===== src/hdl/flood_duplicate_filter_core_defines.svh =====
// Assertion helpers shared by the RTL of the flood duplicate filter.
// Each macro expects a clock named clk and an active-low reset named rst_n
// in the scope where it is used.
`ifndef FLOOD_DUPLICATE_FILTER_CORE_DEFINES_SVH
`define FLOOD_DUPLICATE_FILTER_CORE_DEFINES_SVH

// The consequent must hold in the same cycle as the antecedent.
`define FDF_ASSERT_SAME(label, ante, cons) \
    label: assert property (@(posedge clk) disable iff (!rst_n) (ante) |-> (cons)) \
        else $error("flood filter assertion failed");

// The consequent must hold in the cycle after the antecedent.
`define FDF_ASSERT_NEXT(label, ante, cons) \
    label: assert property (@(posedge clk) disable iff (!rst_n) (ante) |=> (cons)) \
        else $error("flood filter assertion failed");

`endif


===== src/hdl/fdf_pkg.sv =====
`timescale 1ns / 1ps

package fdf_pkg;

    // Field widths of the packet header.
    localparam int ADDR_W = 16;
    localparam int SEQ_W  = 8;
    localparam int HOP_W  = 8;

    // Configuration port geometry.
    localparam int CFG_INDEX_BITS = 1;
    localparam int CFG_DATA_BITS  = 16;

    typedef logic [ADDR_W-1:0] addr_t;
    typedef logic [SEQ_W-1:0]  seq_t;
    typedef logic [HOP_W-1:0]  hop_t;
    typedef logic [CFG_INDEX_BITS-1:0] cfg_index_t;
    typedef logic [CFG_DATA_BITS-1:0]  cfg_data_t;

    // Operation codes carried by an input item.
    localparam logic OPCODE_RECV = 1'b0;
    localparam logic OPCODE_SEND = 1'b1;

    // Configuration register indexes.
    localparam cfg_index_t REG_HOP_LIMIT    = 1'b0;
    localparam cfg_index_t REG_NODE_ADDRESS = 1'b1;

    // Reset values of the configuration registers.
    localparam hop_t  HOP_LIMIT_RESET    = 8'd16;
    localparam addr_t NODE_ADDRESS_RESET = 16'd0;

endpackage


===== src/hdl/fdf_if.sv =====
`timescale 1ns / 1ps

// Input channel: one packet event per transfer.
interface fdf_in_if;
    import fdf_pkg::*;

    logic  valid;
    logic  ready;
    logic  opcode;
    addr_t originator_addr;
    seq_t  rx_seqno;
    hop_t  hop_count;
    logic  app_accepts;
    logic  buffer_available;
    logic  send_ok;

    modport source (
        output valid, opcode, originator_addr, rx_seqno, hop_count,
               app_accepts, buffer_available, send_ok,
        input  ready
    );

    modport sink (
        input  valid, opcode, originator_addr, rx_seqno, hop_count,
               app_accepts, buffer_available, send_ok,
        output ready
    );
endinterface

// Output channel: one verdict per transfer.
interface fdf_out_if;
    import fdf_pkg::*;

    logic valid;
    logic ready;
    logic deliver;
    logic forward;
    hop_t forward_hops;
    seq_t tx_seqno;
    logic send_done;

    modport source (
        output valid, deliver, forward, forward_hops, tx_seqno, send_done,
        input  ready
    );

    modport sink (
        input  valid, deliver, forward, forward_hops, tx_seqno, send_done,
        output ready
    );
endinterface


===== src/hdl/fdf_hist_ram.sv =====
`timescale 1ns / 1ps

// Single-port-write, single-port-read history memory with registered read data.
module fdf_hist_ram #(
    parameter int DEPTH    = 16,
    parameter int IDX_BITS = 4,
    parameter int WIDTH    = 24
) (
    input  logic                clk,
    input  logic                we,
    input  logic [IDX_BITS-1:0] waddr,
    input  logic [WIDTH-1:0]    wdata,
    input  logic [IDX_BITS-1:0] raddr,
    output logic [WIDTH-1:0]    rdata
);

    logic [WIDTH-1:0] mem [DEPTH];

    // Write port.
    always_ff @(posedge clk)
    begin
        if (we)
        begin
            mem[waddr] <= wdata;
        end
    end

    // Read port with registered read data.
    always_ff @(posedge clk)
    begin
        rdata <= mem[raddr];
    end

endmodule


===== src/hdl/flood_duplicate_filter_core.sv =====
`timescale 1ns / 1ps

// Channel  | Direction | Payload
// ---------+-----------+-----------------------------------------------------
// in_ch    | sink      | opcode, originator_addr, rx_seqno, hop_count,
//          |           | app_accepts, buffer_available, send_ok
// out_ch   | source    | deliver, forward, forward_hops, tx_seqno, send_done
// cfg_*    | write     | cfg_index selects hop_limit or node_address
//
// A miss scans every history entry before the result register is loaded:
// the history memory is scanned one entry per cycle through its single read
// port, each entry is compared in the cycle after its read, then the decide
// step decides and writes back. A hit at entry i ends the scan early. The next
// item can be taken once the decide step is done, even if the previous result
// has not been transferred yet. Reset clears the valid bits, the ring pointer
// and the local counter at once; there is no clearing pass. A stalled output
// holds the block in its decide step until the pending result is transferred.
module flood_duplicate_filter_core #(
    parameter int HISTORY_DEPTH = 16,
    parameter int ADDR_BITS     = 16
) (
    input  logic                   clk,
    input  logic                   rst_n,
    input  logic                   cfg_write_en,
    input  fdf_pkg::cfg_index_t    cfg_index,
    input  fdf_pkg::cfg_data_t     cfg_data,
    fdf_in_if.sink                 in_ch,
    fdf_out_if.source              out_ch
);
    import fdf_pkg::*;

    `include "flood_duplicate_filter_core_defines.svh"

    localparam int IDX_BITS   = (HISTORY_DEPTH > 1) ? $clog2(HISTORY_DEPTH) : 1;
    localparam int KEY_BITS   = (ADDR_BITS < ADDR_W) ? ADDR_BITS : ADDR_W;
    localparam int ENTRY_BITS = KEY_BITS + SEQ_W;
    localparam logic [IDX_BITS-1:0] LAST_IDX = IDX_BITS'(HISTORY_DEPTH - 1);

    typedef enum logic [1:0] {
        S_IDLE,
        S_SCAN,
        S_DECIDE
    } state_t;

    state_t state_reg;

    // Configuration registers.
    hop_t                hop_limit_reg;
    logic [KEY_BITS-1:0] node_addr_reg;

    // Captured item.
    logic                op_reg;
    logic [KEY_BITS-1:0] key_reg;
    seq_t                seq_in_reg;
    hop_t                hops_reg;
    logic                app_reg;
    logic                buf_reg;
    logic                send_ok_reg;

    // History bookkeeping.
    logic [HISTORY_DEPTH-1:0] valid_reg;
    logic [IDX_BITS-1:0]      rp_reg;
    seq_t                     local_seq_reg;

    // Scan pipeline.
    logic [IDX_BITS-1:0] rd_idx_reg;
    logic                cmp_vld_reg;
    logic [IDX_BITS-1:0] cmp_idx_reg;
    logic                hit_reg;
    logic [IDX_BITS-1:0] hit_idx_reg;
    seq_t                last_seq_reg;

    // Result register.
    logic out_valid_reg;
    logic deliver_reg;
    logic forward_reg;
    hop_t forward_hops_reg;
    seq_t tx_seqno_reg;
    logic send_done_reg;

    // Memory ports.
    logic                  ram_we;
    logic [IDX_BITS-1:0]   wr_slot;
    logic [ENTRY_BITS-1:0] ram_wdata;
    logic [ENTRY_BITS-1:0] ram_rdata;
    logic [KEY_BITS-1:0]   rd_key;
    seq_t                  rd_seq;

    logic                  in_fire;
    logic                  entry_match;
    logic                  scan_end;
    seq_t                  rot_seq;
    logic [SEQ_W-2:0]      rx_count;
    logic [SEQ_W-2:0]      last_count;
    logic                  fresh;
    logic                  fwd_ok;
    logic                  send_rec;
    logic                  out_free;
    logic                  finish;
    seq_t                  wr_seq;
    logic [IDX_BITS-1:0]   rp_next;

    fdf_hist_ram #(
        .DEPTH    (HISTORY_DEPTH),
        .IDX_BITS (IDX_BITS),
        .WIDTH    (ENTRY_BITS)
    ) u_hist_ram (
        .clk   (clk),
        .we    (ram_we),
        .waddr (wr_slot),
        .wdata (ram_wdata),
        .raddr (rd_idx_reg),
        .rdata (ram_rdata)
    );

    // Handshakes.
    assign in_ch.ready  = (state_reg == S_IDLE);
    assign in_fire      = in_ch.valid && in_ch.ready;
    assign out_free     = !out_valid_reg || out_ch.ready;
    assign finish       = (state_reg == S_DECIDE) && out_free;

    // Compare the entry read in the previous cycle against the search key.
    assign rd_key      = ram_rdata[ENTRY_BITS-1:SEQ_W];
    assign rd_seq      = ram_rdata[SEQ_W-1:0];
    assign entry_match = cmp_vld_reg && valid_reg[cmp_idx_reg] && (rd_key == key_reg);
    assign scan_end    = cmp_vld_reg && (cmp_idx_reg == LAST_IDX);

    // The local counter rotated left by one: the top bit becomes the wrap marker.
    assign rot_seq = {local_seq_reg[SEQ_W-2:0], local_seq_reg[SEQ_W-1]};

    // Freshness: a missing entry, a larger count, or a smaller count with
    // the wrap marker flipped.
    assign rx_count   = seq_in_reg[SEQ_W-1:1];
    assign last_count = last_seq_reg[SEQ_W-1:1];
    assign fresh      = !hit_reg || (rx_count > last_count) ||
                        ((seq_in_reg[0] != last_seq_reg[0]) && (rx_count < last_count));

    assign fwd_ok   = (op_reg == OPCODE_RECV) && fresh && app_reg && buf_reg &&
                      (hops_reg < hop_limit_reg);
    assign send_rec = (op_reg == OPCODE_SEND) && send_ok_reg;

    // Write back into the hit entry, or into the ring slot on a miss.
    assign ram_we    = finish && (fwd_ok || send_rec);
    assign wr_slot   = hit_reg ? hit_idx_reg : rp_reg;
    assign wr_seq    = (op_reg == OPCODE_SEND) ? rot_seq : seq_in_reg;
    assign ram_wdata = {key_reg, wr_seq};
    assign rp_next   = (rp_reg == LAST_IDX) ? '0 : rp_reg + IDX_BITS'(1);

    // Configuration writes.
    always_ff @(posedge clk or negedge rst_n)
    begin
        if (!rst_n)
        begin
            hop_limit_reg <= HOP_LIMIT_RESET;
            node_addr_reg <= NODE_ADDRESS_RESET[KEY_BITS-1:0];
        end
        else if (cfg_write_en)
        begin
            case (cfg_index)
                REG_HOP_LIMIT:    hop_limit_reg <= cfg_data[HOP_W-1:0];
                REG_NODE_ADDRESS: node_addr_reg <= cfg_data[KEY_BITS-1:0];
                default:          ;
            endcase
        end
    end

    // Sequencer: capture, scan, decide and write back, present the result.
    // Write-back finishes before the next item is taken, so a scan never
    // overlaps a write to the same entry.
    always_ff @(posedge clk or negedge rst_n)
    begin
        if (!rst_n)
        begin
            state_reg        <= S_IDLE;
            valid_reg        <= '0;
            rp_reg           <= '0;
            local_seq_reg    <= '0;
            rd_idx_reg       <= '0;
            cmp_vld_reg      <= 1'b0;
            cmp_idx_reg      <= '0;
            hit_reg          <= 1'b0;
            hit_idx_reg      <= '0;
            last_seq_reg     <= '0;
            op_reg           <= OPCODE_RECV;
            key_reg          <= '0;
            seq_in_reg       <= '0;
            hops_reg         <= '0;
            app_reg          <= 1'b0;
            buf_reg          <= 1'b0;
            send_ok_reg      <= 1'b0;
            out_valid_reg    <= 1'b0;
            deliver_reg      <= 1'b0;
            forward_reg      <= 1'b0;
            forward_hops_reg <= '0;
            tx_seqno_reg     <= '0;
            send_done_reg    <= 1'b0;
        end
        else
        begin
            // A transfer on the output frees the result register unless a
            // new result is loaded in the same cycle.
            if (out_valid_reg && out_ch.ready && !finish)
            begin
                out_valid_reg <= 1'b0;
            end

            case (state_reg)
                S_IDLE:
                begin
                    if (in_fire)
                    begin
                        op_reg      <= in_ch.opcode;
                        key_reg     <= (in_ch.opcode == OPCODE_SEND) ? node_addr_reg :
                                       in_ch.originator_addr[KEY_BITS-1:0];
                        seq_in_reg  <= in_ch.rx_seqno;
                        hops_reg    <= in_ch.hop_count;
                        app_reg     <= in_ch.app_accepts;
                        buf_reg     <= in_ch.buffer_available;
                        send_ok_reg <= in_ch.send_ok;
                        rd_idx_reg  <= '0;
                        cmp_vld_reg <= 1'b0;
                        state_reg   <= S_SCAN;
                    end
                end

                S_SCAN:
                begin
                    // Issue one read a cycle, compare each entry in the cycle after its read.
                    cmp_vld_reg <= 1'b1;
                    cmp_idx_reg <= rd_idx_reg;
                    if (rd_idx_reg != LAST_IDX)
                    begin
                        rd_idx_reg <= rd_idx_reg + IDX_BITS'(1);
                    end
                    if (entry_match)
                    begin
                        hit_reg      <= 1'b1;
                        hit_idx_reg  <= cmp_idx_reg;
                        last_seq_reg <= rd_seq;
                        state_reg    <= S_DECIDE;
                    end
                    else if (scan_end)
                    begin
                        hit_reg   <= 1'b0;
                        state_reg <= S_DECIDE;
                    end
                end

                S_DECIDE:
                begin
                    if (out_free)
                    begin
                        out_valid_reg    <= 1'b1;
                        deliver_reg      <= (op_reg == OPCODE_RECV) && fresh;
                        forward_reg      <= fwd_ok;
                        forward_hops_reg <= fwd_ok ? hops_reg + HOP_W'(1) : '0;
                        tx_seqno_reg     <= (op_reg == OPCODE_SEND) ? rot_seq : '0;
                        send_done_reg    <= send_rec;
                        if (ram_we)
                        begin
                            valid_reg[wr_slot] <= 1'b1;
                            if (!hit_reg)
                            begin
                                rp_reg <= rp_next;
                            end
                        end
                        if (send_rec)
                        begin
                            local_seq_reg <= local_seq_reg + SEQ_W'(1);
                        end
                        cmp_vld_reg <= 1'b0;
                        state_reg   <= S_IDLE;
                    end
                end

                default:
                begin
                    state_reg <= S_IDLE;
                end
            endcase
        end
    end

    // Output channel.
    assign out_ch.valid        = out_valid_reg;
    assign out_ch.deliver      = deliver_reg;
    assign out_ch.forward      = forward_reg;
    assign out_ch.forward_hops = forward_hops_reg;
    assign out_ch.tx_seqno     = tx_seqno_reg;
    assign out_ch.send_done    = send_done_reg;

    // An accepted item always starts a history scan.
    `FDF_ASSERT_NEXT(a_accept_starts_scan, in_fire, state_reg == S_SCAN)
    // A rebroadcast packet is always delivered as well.
    `FDF_ASSERT_SAME(a_forward_delivers, out_ch.valid && out_ch.forward, out_ch.deliver)
    // A write-back leaves its entry marked valid.
    `FDF_ASSERT_NEXT(a_write_sets_valid, ram_we, valid_reg[$past(wr_slot)])
    // The ring pointer stays inside the history.
    `FDF_ASSERT_SAME(a_rp_in_range, 1'b1, rp_reg <= LAST_IDX)

endmodule


===== src/flat_wrapper.sv =====
// flat-port wrapper written by rule: the top's interface ports become plain ports
module flood_duplicate_filter_core_flat import fdf_pkg::*;
#(
    parameter int HISTORY_DEPTH = 16,
    parameter int ADDR_BITS     = 16
)
  (clk, rst_n, cfg_write_en, cfg_index, cfg_data, in_ch_valid, in_ch_opcode, in_ch_originator_addr, in_ch_rx_seqno, in_ch_hop_count, in_ch_app_accepts, in_ch_buffer_available, in_ch_send_ok, in_ch_ready, out_ch_valid, out_ch_deliver, out_ch_forward, out_ch_forward_hops, out_ch_tx_seqno, out_ch_send_done, out_ch_ready);
  fdf_in_if in_ch_i ();
  fdf_out_if out_ch_i ();
  input  logic clk;
  input  logic rst_n;
  input  logic cfg_write_en;
  input  fdf_pkg::cfg_index_t cfg_index;
  input  fdf_pkg::cfg_data_t cfg_data;
  input wire logic [$bits(in_ch_i.valid)-1:0] in_ch_valid;
  input wire logic [$bits(in_ch_i.opcode)-1:0] in_ch_opcode;
  input wire logic [$bits(in_ch_i.originator_addr)-1:0] in_ch_originator_addr;
  input wire logic [$bits(in_ch_i.rx_seqno)-1:0] in_ch_rx_seqno;
  input wire logic [$bits(in_ch_i.hop_count)-1:0] in_ch_hop_count;
  input wire logic [$bits(in_ch_i.app_accepts)-1:0] in_ch_app_accepts;
  input wire logic [$bits(in_ch_i.buffer_available)-1:0] in_ch_buffer_available;
  input wire logic [$bits(in_ch_i.send_ok)-1:0] in_ch_send_ok;
  output wire logic [$bits(in_ch_i.ready)-1:0] in_ch_ready;
  output wire logic [$bits(out_ch_i.valid)-1:0] out_ch_valid;
  output wire logic [$bits(out_ch_i.deliver)-1:0] out_ch_deliver;
  output wire logic [$bits(out_ch_i.forward)-1:0] out_ch_forward;
  output wire logic [$bits(out_ch_i.forward_hops)-1:0] out_ch_forward_hops;
  output wire logic [$bits(out_ch_i.tx_seqno)-1:0] out_ch_tx_seqno;
  output wire logic [$bits(out_ch_i.send_done)-1:0] out_ch_send_done;
  input wire logic [$bits(out_ch_i.ready)-1:0] out_ch_ready;
  assign in_ch_i.valid = in_ch_valid;
  assign in_ch_i.opcode = in_ch_opcode;
  assign in_ch_i.originator_addr = in_ch_originator_addr;
  assign in_ch_i.rx_seqno = in_ch_rx_seqno;
  assign in_ch_i.hop_count = in_ch_hop_count;
  assign in_ch_i.app_accepts = in_ch_app_accepts;
  assign in_ch_i.buffer_available = in_ch_buffer_available;
  assign in_ch_i.send_ok = in_ch_send_ok;
  assign in_ch_ready = in_ch_i.ready;
  assign out_ch_valid = out_ch_i.valid;
  assign out_ch_deliver = out_ch_i.deliver;
  assign out_ch_forward = out_ch_i.forward;
  assign out_ch_forward_hops = out_ch_i.forward_hops;
  assign out_ch_tx_seqno = out_ch_i.tx_seqno;
  assign out_ch_send_done = out_ch_i.send_done;
  assign out_ch_i.ready = out_ch_ready;
  flood_duplicate_filter_core #(.HISTORY_DEPTH(HISTORY_DEPTH), .ADDR_BITS(ADDR_BITS)) u_core (.clk(clk), .rst_n(rst_n), .cfg_write_en(cfg_write_en), .cfg_index(cfg_index), .cfg_data(cfg_data), .in_ch(in_ch_i), .out_ch(out_ch_i));
endmodule

===== config.mk =====
export PLATFORM = sky130hd
export DESIGN_NAME = flood_duplicate_filter_core_flat
export DESIGN_NICKNAME = d
export VERILOG_FILES = /design/src/hdl/fdf_pkg.sv /design/src/hdl/fdf_if.sv /design/src/hdl/fdf_hist_ram.sv /design/src/hdl/flood_duplicate_filter_core.sv /design/src/flat_wrapper.sv
export VERILOG_INCLUDE_DIRS = /design/src /design/src/hdl
export SDC_FILE = /design/constraint.sdc
export NUM_CORES = 1
export LEC_CHECK = 0
export BUFFER_PORTS_ARGS = -buffer_cell sky130_fd_sc_hd__buf_2
export CORE_MARGIN = 2
export CORE_UTILIZATION = 49
export CTS_CLUSTER_DIAMETER = 200
export DETAILED_ROUTE_END_ITERATION = 7
export PLACE_DENSITY = 0.66
export SYNTH_ARGS = -nofsm -noshare
export SYNTH_HDL_FRONTEND = slang
export SYNTH_SLANG_ARGS = --single-unit

===== constraint.sdc =====
create_clock -name clk -period 3.65 [get_ports clk]
set_input_delay 0.73 -clock clk [delete_from_list [all_inputs] [get_ports clk]]
set_output_delay 0.73 -clock clk [all_outputs]
set_load 0.005 [all_outputs]

# Word-level counts from Yosys, hierarchy flattened
# Memory sizes are Yosys's and may differ from the RTL's. A register that Yosys moved wholly into a read port is not among the register bits.
# Index checks and enable logic that the tools add are counted.
totals:
  ram_bits: 384
  ff_bits: 132
  n_memories: 1
  in_bits: 58
  output_inout_bits: 21
  wordCells: 117
memory_table:
  columns: ["name", "words", "word_bits", "read_ports", "rd_clocked_by_memory_dff", "write_ports", "line_no", "source"]
  rows:
  - ["u_core.u_hist_ram.mem", 16, 24, 1, 1, 1, "fdf_hist_ram.sv:17", "logic [WIDTH-1:0] mem [DEPTH];"]
classes:
  reduce_logical: 38
  n_eq_ne: 11
  bitwise: 4
  order_cmp: 6
  n_addsub: 4
  mux: 28
op_table:
  columns: ["operator", "count"]
  rows:
  - ["two-way mux 8 bit", 3]
  - ["adder 8 x 1 -> 8 bit (second input constant)", 2]
  - ["== test 16 bit", 1]
  - ["two-way mux 16 bit", 1]
  - ["two-way mux 4 bit", 4]
  - ["OR 16 bit", 1]
  - ["logical AND 1 bit", 15]
  - ["AND reduction 3 bit", 5]
  - ["AND reduction 2 bit", 6]
  - ["two-way mux 1 bit", 11]
  - ["less-than comparator 4 x 5 -> 1 bit (second input constant)", 2]
  - ["adder 4 x 1 -> 4 bit (second input constant)", 2]
  - ["== test 4 bit (second input constant)", 2]
  - ["less-than comparator 8 bit", 1]
  - ["two-way mux 2 bit", 4]
  - ["case mux 4 bit (2 select lines)", 1]
  - ["greater-than comparator 7 bit", 1]
  - ["less-than comparator 7 bit", 1]
  - ["case mux 2 bit (3 select lines)", 1]
  - ["binary-select mux 1 bit (select 4 bit)", 1]
  - ["demux 1 bit (select 4 bit)", 1]
  - ["greater-or-equal comparator 4 x 1 -> 1 bit (second input constant)", 1]
  - ["logical OR 1 bit", 4]
  - ["inequality test 2 x 1 -> 1 bit (second input constant)", 2]
  - ["other kinds (13)", 18]

# Logic depth before layout (Yosys ltp)
# Gate-level depths: netlist of run 1.
logic_depth:
  depth_word: 11
  ltp_mapped: 9
  ltp_nobuf: 8

# Cells and area by module
# A second synthesis of run 1 with hierarchy kept.
unflattened:
  hier_cells: 1179
  hier_area_um2: 20988.9
by_module_without_submodules:
  columns: ["module", "n_inst", "seq_area_each_um2", "area_per_inst_um2", "cells_per_inst"]
  rows:
  - ["fdf_hist_ram", 1, 12011.5, 14930.6, 636]
  - ["flood_duplicate_filter_core", 1, 3304.4, 6058.3, 543]

# Worst setup path before layout of run 1
# OpenSTA, ideal clock, no wires.
synth_timing:
  kind: "input-to-reg"
  from: "input out_ch_ready"
  to: "memory u_core.u_hist_ram.mem[1][0] (enable)"
  path_slack_ps: 99
  setup_time_ps: 405
  path_buffers: 1
  t_arrival_ps: 3146
  path_stages: 7
  path_cell_list: "nand2b_1 -> nand2_2 -> or4_4 -> nor2_1 -> a21oi_1 -> buf_2 -> nor2_1"
synth_between:
  elab_chain_cells: 5
synth_lines:
  columns: ["element", "line_no", "source"]
  rows:
  - ["start, declared", "flat_wrapper.sv:30", "input wire logic [$bits(out_ch_i.ready)-1:0] out_ch_ready;"]
  - ["logical OR 1 bit", "flood_duplicate_filter_core.sv:119", "assign out_free = !out_valid_reg || out_ch.ready;"]
  - ["logical AND 1 bit", "flood_duplicate_filter_core.sv:120", "assign finish = (state_reg == S_DECIDE) && out_free;"]
  - ["logical AND 1 bit", "flood_duplicate_filter_core.sv:143", "assign ram_we = finish && (fwd_ok || send_rec);"]
  - ["two-way mux 1 bit", "fdf_hist_ram.sv:22", "if (we)"]
  - ["two-way mux 1 bit (not written as such)", "fdf_hist_ram.sv:24", "mem[waddr] <= wdata;"]
  - ["end, declared", "fdf_hist_ram.sv:17", null]
# No other way between the ends.

# Worst setup path after layout of run 1
layout_timing:
  from: "register u_core.seq_in_reg[7]"
  to: "memory u_core.u_hist_ram.mem[15][3] (enable)"
layout_between:
  elab_chain_cells: 11
  word_cells_on_any_way: 13
  classes_between: "order compare: 2; mux: 2; reduce/logical: 9"
layout_lines:
  columns: ["element", "line_no", "source"]
  rows:
  - ["start, declared", "flood_duplicate_filter_core.sv:54", "seq_t seq_in_reg;"]
  - ["start signal, assigned", "flood_duplicate_filter_core.sv:215", "seq_in_reg <= in_ch.rx_seqno;"]
  - ["greater-than comparator 7 bit / less-than comparator 7 bit (equally long branches)", "flood_duplicate_filter_core.sv:135, flood_duplicate_filter_core.sv:136", null]
  - ["logical OR 1 bit / logical AND 1 bit (equally long branches)", "flood_duplicate_filter_core.sv:135, flood_duplicate_filter_core.sv:136", null]
  - ["logical OR 1 bit (*)", "flood_duplicate_filter_core.sv:135", "assign fresh = !hit_reg || (rx_count > last_count) ||"]
  - ["logical AND 1 bit (*) (4 in a row)", "flood_duplicate_filter_core.sv:138", "assign fwd_ok = (op_reg == OPCODE_RECV) && fresh && app_reg && buf_reg &&"]
  - ["logical OR 1 bit (*)", "flood_duplicate_filter_core.sv:143", null]
  - ["logical AND 1 bit (*)", "flood_duplicate_filter_core.sv:143", null]
  - ["two-way mux 1 bit (*)", "fdf_hist_ram.sv:22", null]
  - ["two-way mux 1 bit (not written as such) (*)", "fdf_hist_ram.sv:24", null]
# Every way passes the cells marked *; elsewhere a longest branch is shown, timed or not.

==> results of run 1 <==
==> per-stage QoR <==
step / instances / total power, mW
floorplan: 1164 / 11.1
global placement: 1837 / 12.9
detailed placement: 1837 / 13.0
CTS: 1933 / 18.9
global route: 1933 / 19.5
finish: 1933 / 18.7
==> metal layers <==
layer,global-route usage,share of wire,up-vias
li1,-,-,4844
met1,0.333,0.46,5719
met2,0.296,0.44,359
met3,0.0442,0.080,55
met4,0.0549,0.017,0
met5,0,0,-
==> cell type report <==
class,instances,area (um2)
well taps,585,732
clock inverters,30,478
clock buffers,66,1410
repair buffers,142,1030
multi-input cells,539,5550
inverters,31,116
fillers,3223,18300
flip-flops and latches,540,15300
==> synth_stat cells, drive strengths merged (8+ instances only) <==
cell type | number | area share
edfxtp | 384 | 0.54
dfrtp | 131 | 0.15
mux4 | 124 | 0.13
nand2 | 90 | 0.016
o21ai | 50 | 0.012
mux2 | 41 | 0.022
clkbuf | 39 | 0.0069
nor2 | 32 | 0.0057
inv | 31 | 0.0055
a21oi | 28 | 0.0066
dfxtp | 24 | 0.023
xnor2 | 23 | 0.0095
ha | 18 | 0.011
mux2i | 17 | 0.0080
buf | 15 | 0.0029
nand3 | 15 | 0.0035
and3 | 12 | 0.0035
nand4 | 10 | 0.0030
a31o | 9 | 0.0037
o21bai | 8 | 0.0028
==> worst max-delay path by stage <==
stage / start / endpoint / slack [ns]
global placement: out_ch_ready / u_core.u_hist_ram.mem[15][19] / 0.49
global route: u_core.hop_limit_reg[4] / u_core.u_hist_ram.mem[11][21] / 0.29
floorplan: out_ch_ready / u_core.u_hist_ram.mem[1][0] / 0.1
detailed placement: out_ch_ready / u_core.u_hist_ram.mem[8][21] / 0.45
finish: u_core.seq_in_reg[7] / u_core.u_hist_ram.mem[15][3] / 0.49
CTS: u_core.hop_limit_reg[4] / u_core.u_hist_ram.mem[11][21] / 0.50
==> worst max-delay path: stages, from the launching register on <==
cell and delay, ns:
dfrtp_1 0.39, ha_1 0.32, nand2_1 0.06, o21ai_0 0.34
or3_1 0.20, or3b_2 0.54, o21ai_2 0.48, and3_1 0.30
buf_12 0.20
==> cells by family (layout without fill, tap and decap cells) <==
| family | after synthesis | count (layout) | synth area share |
|---|---|---|---|
| xor+xnor | 30 | 30 | 0.0124 |
| mux | 182 | 182 | 0.162 |
| flops | 540 | 540 | 0.724 |
| simple gates | 188 | 188 | 0.0411 |
| fa+ha+maj | 18 | 18 | 0.0106 |
| compound gates | 121 | 121 | 0.0352 |
| buf+inv | 85 | 269 | 0.0153 |
==> report_power, final <==
part / switching (mW) / internal (mW)
Sequential: 0.605 / 7.65
Clock: 2.24 / 3.64
Combinational: 2.48 / 2.10
Total: 5.33 / 13.4
==> metrics.md, run 1 <==
| Metric | Value |
|---|---|
| Netlist cell types | 53 |
| Lkg Pwr | slightly below 9 nW |
| Total CTS buffers | 52 |
| Post-detail-place hpwl | about 30000 um |
| Relative slew slack | 0.310 |
| Final Cell Area | between 20000 and 25000 um2 |
| Layout area overhead | 16.4% |
| Status | finished, final reports clean |
| Worst EP arrival | roughly 3.4 ns |
| Most common cell after layout, fill and taps aside | edfxtp_1 |
| I/O pins | around 80 |
| Postcts setup bufs | 0 |
| CP Class | flop to flop |
| Fin util | 0.574 |
| Synth Net Count | approximately 1200 |
| DRC Markers | 0 |
| Gate Count Post-Synth | between 1000 and 1500 |
| Nets | around 1400 |
| Final hold violation count | 0 |
| Ys async rst share | 0.244 |
| CTS sink count | 540 |
| Pins over their slew limit | 0 |
| Predominant post-synthesis flop cell | edfxtp_1 |
| Post-Synthesis Cell Area | approximately 21000 um2 |
| Initial DRC Count | 1012 |
| Largest net degree at the start of global routing | between 50 and 60 |
| CTS root buf | clkbuf_16 |
| H-Tree Depth | 2 |
| Reg-to-reg critical path startpoint | u_core.seq_in_reg[7] |
| IO buf count | 78 |
| Total core area | ~43000 um2 |
| First-pass GRT wire length | a little under 70000 um |
| Die width | around 210 um |
| # rows | 76 |
| Congestion Overflow GR | 0 |
| Layout cells sized above 1 | 0.309 |
| Crit start category | flop |
| Yosys warnings | 0 |
| F_max | about 320 MHz |
| Maximum vdd drop | roughly 0.00047 V |
| Top reg by flops | u_core.u_hist_ram.mem |
| Hold buffer count at CTS | 0 |
| Avg Synthesized Cell Area | roughly 18 um2 |
| Number of synthesized flops with an enable pin | 384 |
| Worst Path Required | just under 4 ns |
| Crit path time final | about 3.2 ns |
| GRT Total Usage | 0.210 |
| RSZ-0062 raised after global routing | no |
| Post-route ant nets | 0 |
| R2R Setup Slk | approximately 0.5 ns |
| # diodes | 0 |
| Die height | between 200 and 250 um |
| DR WL/cell | 23.3 um |
| CTS tree | done |
| Tcrit/Tclk final | 0.865 |
| Worst-Margin Slew | ~1 ns |
| Vias in the first global route | roughly 11000 |
| Post-DP Area | 22700 um2 |
| Antenna violations before repair | 1 |
| Pre-antenna DRT Iters | 5 |
| Via/cell ratio | ~5.7 |
| Max-cap violations | 0 |
| CTS-repair resized insts | 0 |
| Clk buf depth | 3 |
| Post-Place Setup Slack | approximately 0.45 ns |
| Via Count | 10977 |
| FF-to-FF path depth | 8 |
| #FFs+latches synth | between 500 and 600 |
| Critical path capture point type | flop |
| # setup viols final | 0 |
| Final setup TNS | 0 ns |
| Placer congestion estimate | between 0.8 and 0.9 |
| Clk slew on worst S/H paths | 0.06 ns |
| Clock skew | about 0.018 ns |
| Worst skew pair latency | just under 0.6 ns |
| Biggest regs | u_core.u_hist_ram.mem x384, u_core.u_hist_ram.rdata x24 |
| Worst-path fanout max | 24 |
| Initial Util | 0.494 |
| Crit Reg-Reg Endpoint | u_core.u_hist_ram.mem[15][3] |
| Final WL | between 40000 and 50000 um |
| Final WS setup | 0.492 ns |
| Max reg flops | around 380 |
| Cell Pwr Density | 760 nW/um2 |
| Hold WC Path Type | input pin to asynchronous set/reset pin |
| Highest-count cells in the layout ignoring fill and taps | edfxtp_1, dfrtp_1, mux4_2 |
| Die area | roughly 45000 um2 |
| Sequential element share of the synthesized area | 0.724 |
| Worst hold slack | 0.0812 ns |
Note: power is estimated with default switching activity, not from simulation.
==> run 2: changes to the inputs <==
--- a/config.mk
+++ b/config.mk
@@ -6,7 +6,7 @@
 export SDC_FILE = /design/constraint.sdc
 export NUM_CORES = 1
 export LEC_CHECK = 0
-export BUFFER_PORTS_ARGS = -buffer_cell sky130_fd_sc_hd__buf_2
+export BUFFER_PORTS_ARGS = -buffer_cell sky130_fd_sc_hd__buf_4
 export CORE_MARGIN = 2
 export CORE_UTILIZATION = 49
 export CTS_CLUSTER_DIAMETER = 200
==> run 2 against run 1 <==
Cell area rose by 0.70%. Worst hold slack improved by 0.041 ns. Power fell by 0.65%. Routed wire length is 0.47% higher. Via count increased by 0.36%. Sequential power about the same. Sequential share of layout area is 0.43 points lower. Die area is the same. Clock skew up 0.0021 ns. Utilization rose by 0.40 points. Worst setup slack better by 0.024 ns. First-iteration DRC count fell by 4.6%. Largest cell class unchanged. Largest power group unchanged.
==> metrics.md, run 2 (synthesis results as in run 1) <==
| Metric | Value |
|---|---|
| Status | finished, final reports clean |
| F_max | 319 MHz (+0.77%) |
| Crit path time final | 3.13 ns (-0.0241 ns) |
| Initial DRC Count | 965 (-4.6%) |
| Placer congestion estimate | 0.783 (-3.3%) |
| Worst-Margin Slew | 0.981 ns (-0.0273 ns) |
| R2R Setup Slk | 0.52 ns (+0.02 ns) |
| Clock skew | 0.0203 ns (+0.00209 ns) |
| Max stage delay cell, worst path | a2111oi_0 |
| Clk slew on worst S/H paths | 0.06 ns (about the same) |
| Total core area | 42900 um2 (unchanged) |
| Clk buf depth | 3 (unchanged) |
| Pins over their slew limit | 0 (unchanged) |
| CTS root buf | clkbuf_16 |
| Cell Pwr Density | 750 nW/um2 (-1.3%) |
| Highest-count cells in the layout ignoring fill and taps | edfxtp_1, dfrtp_1, buf_4 |
| Crit Reg-Reg Endpoint | u_core.u_hist_ram.mem[11][15] |
| Clk pwr share | 0.309 (-0.005) |
| Die width | 212 um (unchanged) |
| Die height | 212 um (unchanged) |
| Lkg Pwr | 8.89 nW (+0.55%) |
| Max incr delay on CP | 0.86 ns (+0.32 ns) |
| Pre-antenna DRT Iters | 5 (unchanged) |
| Worst-path fanout max | 24 (unchanged) |
| Largest net degree at the start of global routing | 75 (+32%) |
| Final Cell Area | 24800 um2 (+0.70%) |
| Critical path capture point type | flop |
| Post-Place Setup Slack | 0.443 ns (-0.00306 ns) |
| CTS tree | done |
| I/O pins | 79 (unchanged) |
| # diodes | 0 (unchanged) |
| Total CTS buffers | 53 (+1.9%) |
| Combinational Power Share | 0.247 (+0.002) |
| Worst skew pair latency | 0.60 ns (about the same) |
| Congestion Overflow GR | 0 (unchanged) |
| Via Count | 11016 (+0.36%) |
| Fillers | 3203 (-0.62%) |
| Relative slew slack | 0.329 (+0.0187) |
| DRC Markers | 0 (unchanged) |
| Final hold violation count | 0 (unchanged) |
| Most common cell after layout, fill and taps aside | edfxtp_1 |
| Layout area overhead | 17.2% |
| Crit start category | flop |
| Critical path, cell by cell | inv_1 > ha_1 > nand2_1 > a2111oi_0 > nor2_1 > a21oi_1 > buf_4 > nor2_2 > buf_4 |
| # rows | 76 (unchanged) |
| RSZ-0062 raised after global routing | no |
| Nets | 1381 (-0.072%) |
| Post-route ant nets | 0 (unchanged) |
| Final WL | 45200 um (+0.47%) |
| H-Tree Depth | 2 (unchanged) |
| Flop pwr share | 0.444 (+0.003) |
| Fin util | 0.578 (+0.00403) |
| Maximum vdd drop | 0.000486 V (+3.6%) |
| Die area | 44900 um2 (unchanged) |
| Power Internal | 13.3 mW (-0.98%) |
| Critical path's most frequent cell | buf_4 |
| Final WS setup | 0.516 ns (+0.0241 ns) |
| Inst Count DP | 1835 (-0.11%) |
| CTS-repair resized insts | 0 (unchanged) |
| DR WL/cell | 23.4 um (+0.36%) |
| Top reg by flops | u_core.u_hist_ram.mem |
| Switching share of power | 0.287 (+0.00240) |
| P_sw | 5.34 mW (+0.19%) |
| Hold buffer count at CTS | 0 (unchanged) |
| Worst Path Required | 3.96 ns (+0.03 ns) |
| Final setup TNS | 0 ns (unchanged) |
| Postcts setup bufs | 0 (unchanged) |
| FF-to-FF path depth | 9 (+1) |
| Reg-to-reg critical path startpoint | u_core.hop_limit_reg[4] |
| GRT Total Usage | 0.209 (-0.000699) |
| Tcrit/Tclk final | 0.859 (-0.00661) |
| CP Class | flop to flop |
| Vias in the first global route | 11094 (-0.70%) |
| Max-cap violations | 0 (unchanged) |
| CTS sink count | 540 (unchanged) |
| First-pass GRT wire length | 68300 um (-0.56%) |
| Layout cells sized above 1 | 0.313 (+0.00473) |
| Initial Util | 0.494 (unchanged) |
| Antenna violations before repair | 1 (unchanged) |
| Post-detail-place hpwl | 30000 um (+0.64%) |
| Via/cell ratio | 5.69 (+0.25%) |
| # setup viols final | 0 (unchanged) |
| Hold WC Path Type | input pin to asynchronous set/reset pin |
| IO buf count | 78 (unchanged) |
| Post-DP Area | 22900 um2 (+0.78%) |
| Biggest regs | u_core.u_hist_ram.mem x384, u_core.u_hist_ram.rdata x24 |
| Max reg flops | 384 (unchanged) |
| Worst EP arrival | 3.44 ns (about the same) |
| Non-Filler Instances | 1935 (+0.10%) |
-- run 2: power by group through the flow --
| stage | Combinational, mW | Clock, mW | Sequential (mW) |
|---|---|---|---|
| after floorplan | 2.93 | 0 | 8.20 |
| after global placement | 4.52 | 0 | 8.36 |
| after detailed placement | 4.62 | 0 | 8.37 |
| after CTS | 4.64 | 5.86 | 8.25 |
| after global routing | 5.00 | 6.11 | 8.32 |
| final | 4.59 | 5.75 | 8.25 |
-- run 2: layer usage --
layer | up-vias | share of wire | global-route usage
met5 | - | 0 | 0
met4 | 0 | 0.021 | 0.0537
met3 | 62 | 0.073 | 0.0490
met2 | 334 | 0.43 | 0.285
met1 | 5768 | 0.48 | 0.338
li1 | 4852 | - | -
-- run 2: final cells by class --
cell class,instances,area [um2],share of cell area
Sequential cell,540,15300,0.618
Clock inverter,30,408,0.0164
Timing Repair Buffer,140,1200,0.0486
Multi-Input combinational cell,539,5550,0.224
Inverter,31,116,0.00469
Tap cell,585,732,0.0295
Clock buffer,70,1470,0.0593
-- run 2: worst max-delay path, delay by kind of cell (launching register included) --
kind,cells,cell delay [ns]
AO/OA/AOI/OAI,2,1.11
adder cells (fa/ha/maj),1,0.26
buffers and inverters,3,0.59
flip-flops,1,0.51
AND/OR/NAND/NOR,3,0.37
-- run 2: through the flow --
| stage | total power [mW] | hold WS [ns] |
|---|---|---|
| final | 18.6 | 0.122 |
| after global routing | 19.4 | 0.145 |
| after CTS | 18.8 | 0.119 |
| after detailed placement | 13.0 | 0.447 |
| after global placement | 12.9 | 0.446 |
| after floorplan | 11.1 | 0.434 |
-- run 2: worst max path at each step --
| stage | start | endpoint | slack, ns |
|---|---|---|---|
| 5_1_grt | u_core.hop_limit_reg[4] | u_core.u_hist_ram.mem[11][15] | 0.28 |
| 3_5_place_dp | out_ch_ready | u_core.u_hist_ram.mem[8][15] | 0.44 |
| 2_1_floorplan | out_ch_ready | u_core.u_hist_ram.mem[1][0] | 0.1 |
| 3_3_place_gp | out_ch_ready | u_core.u_hist_ram.mem[8][22] | 0.48 |
| 4_1_cts | u_core.hop_limit_reg[4] | u_core.u_hist_ram.mem[11][15] | 0.49 |
| 6_report | u_core.hop_limit_reg[4] | u_core.u_hist_ram.mem[11][15] | 0.52 |
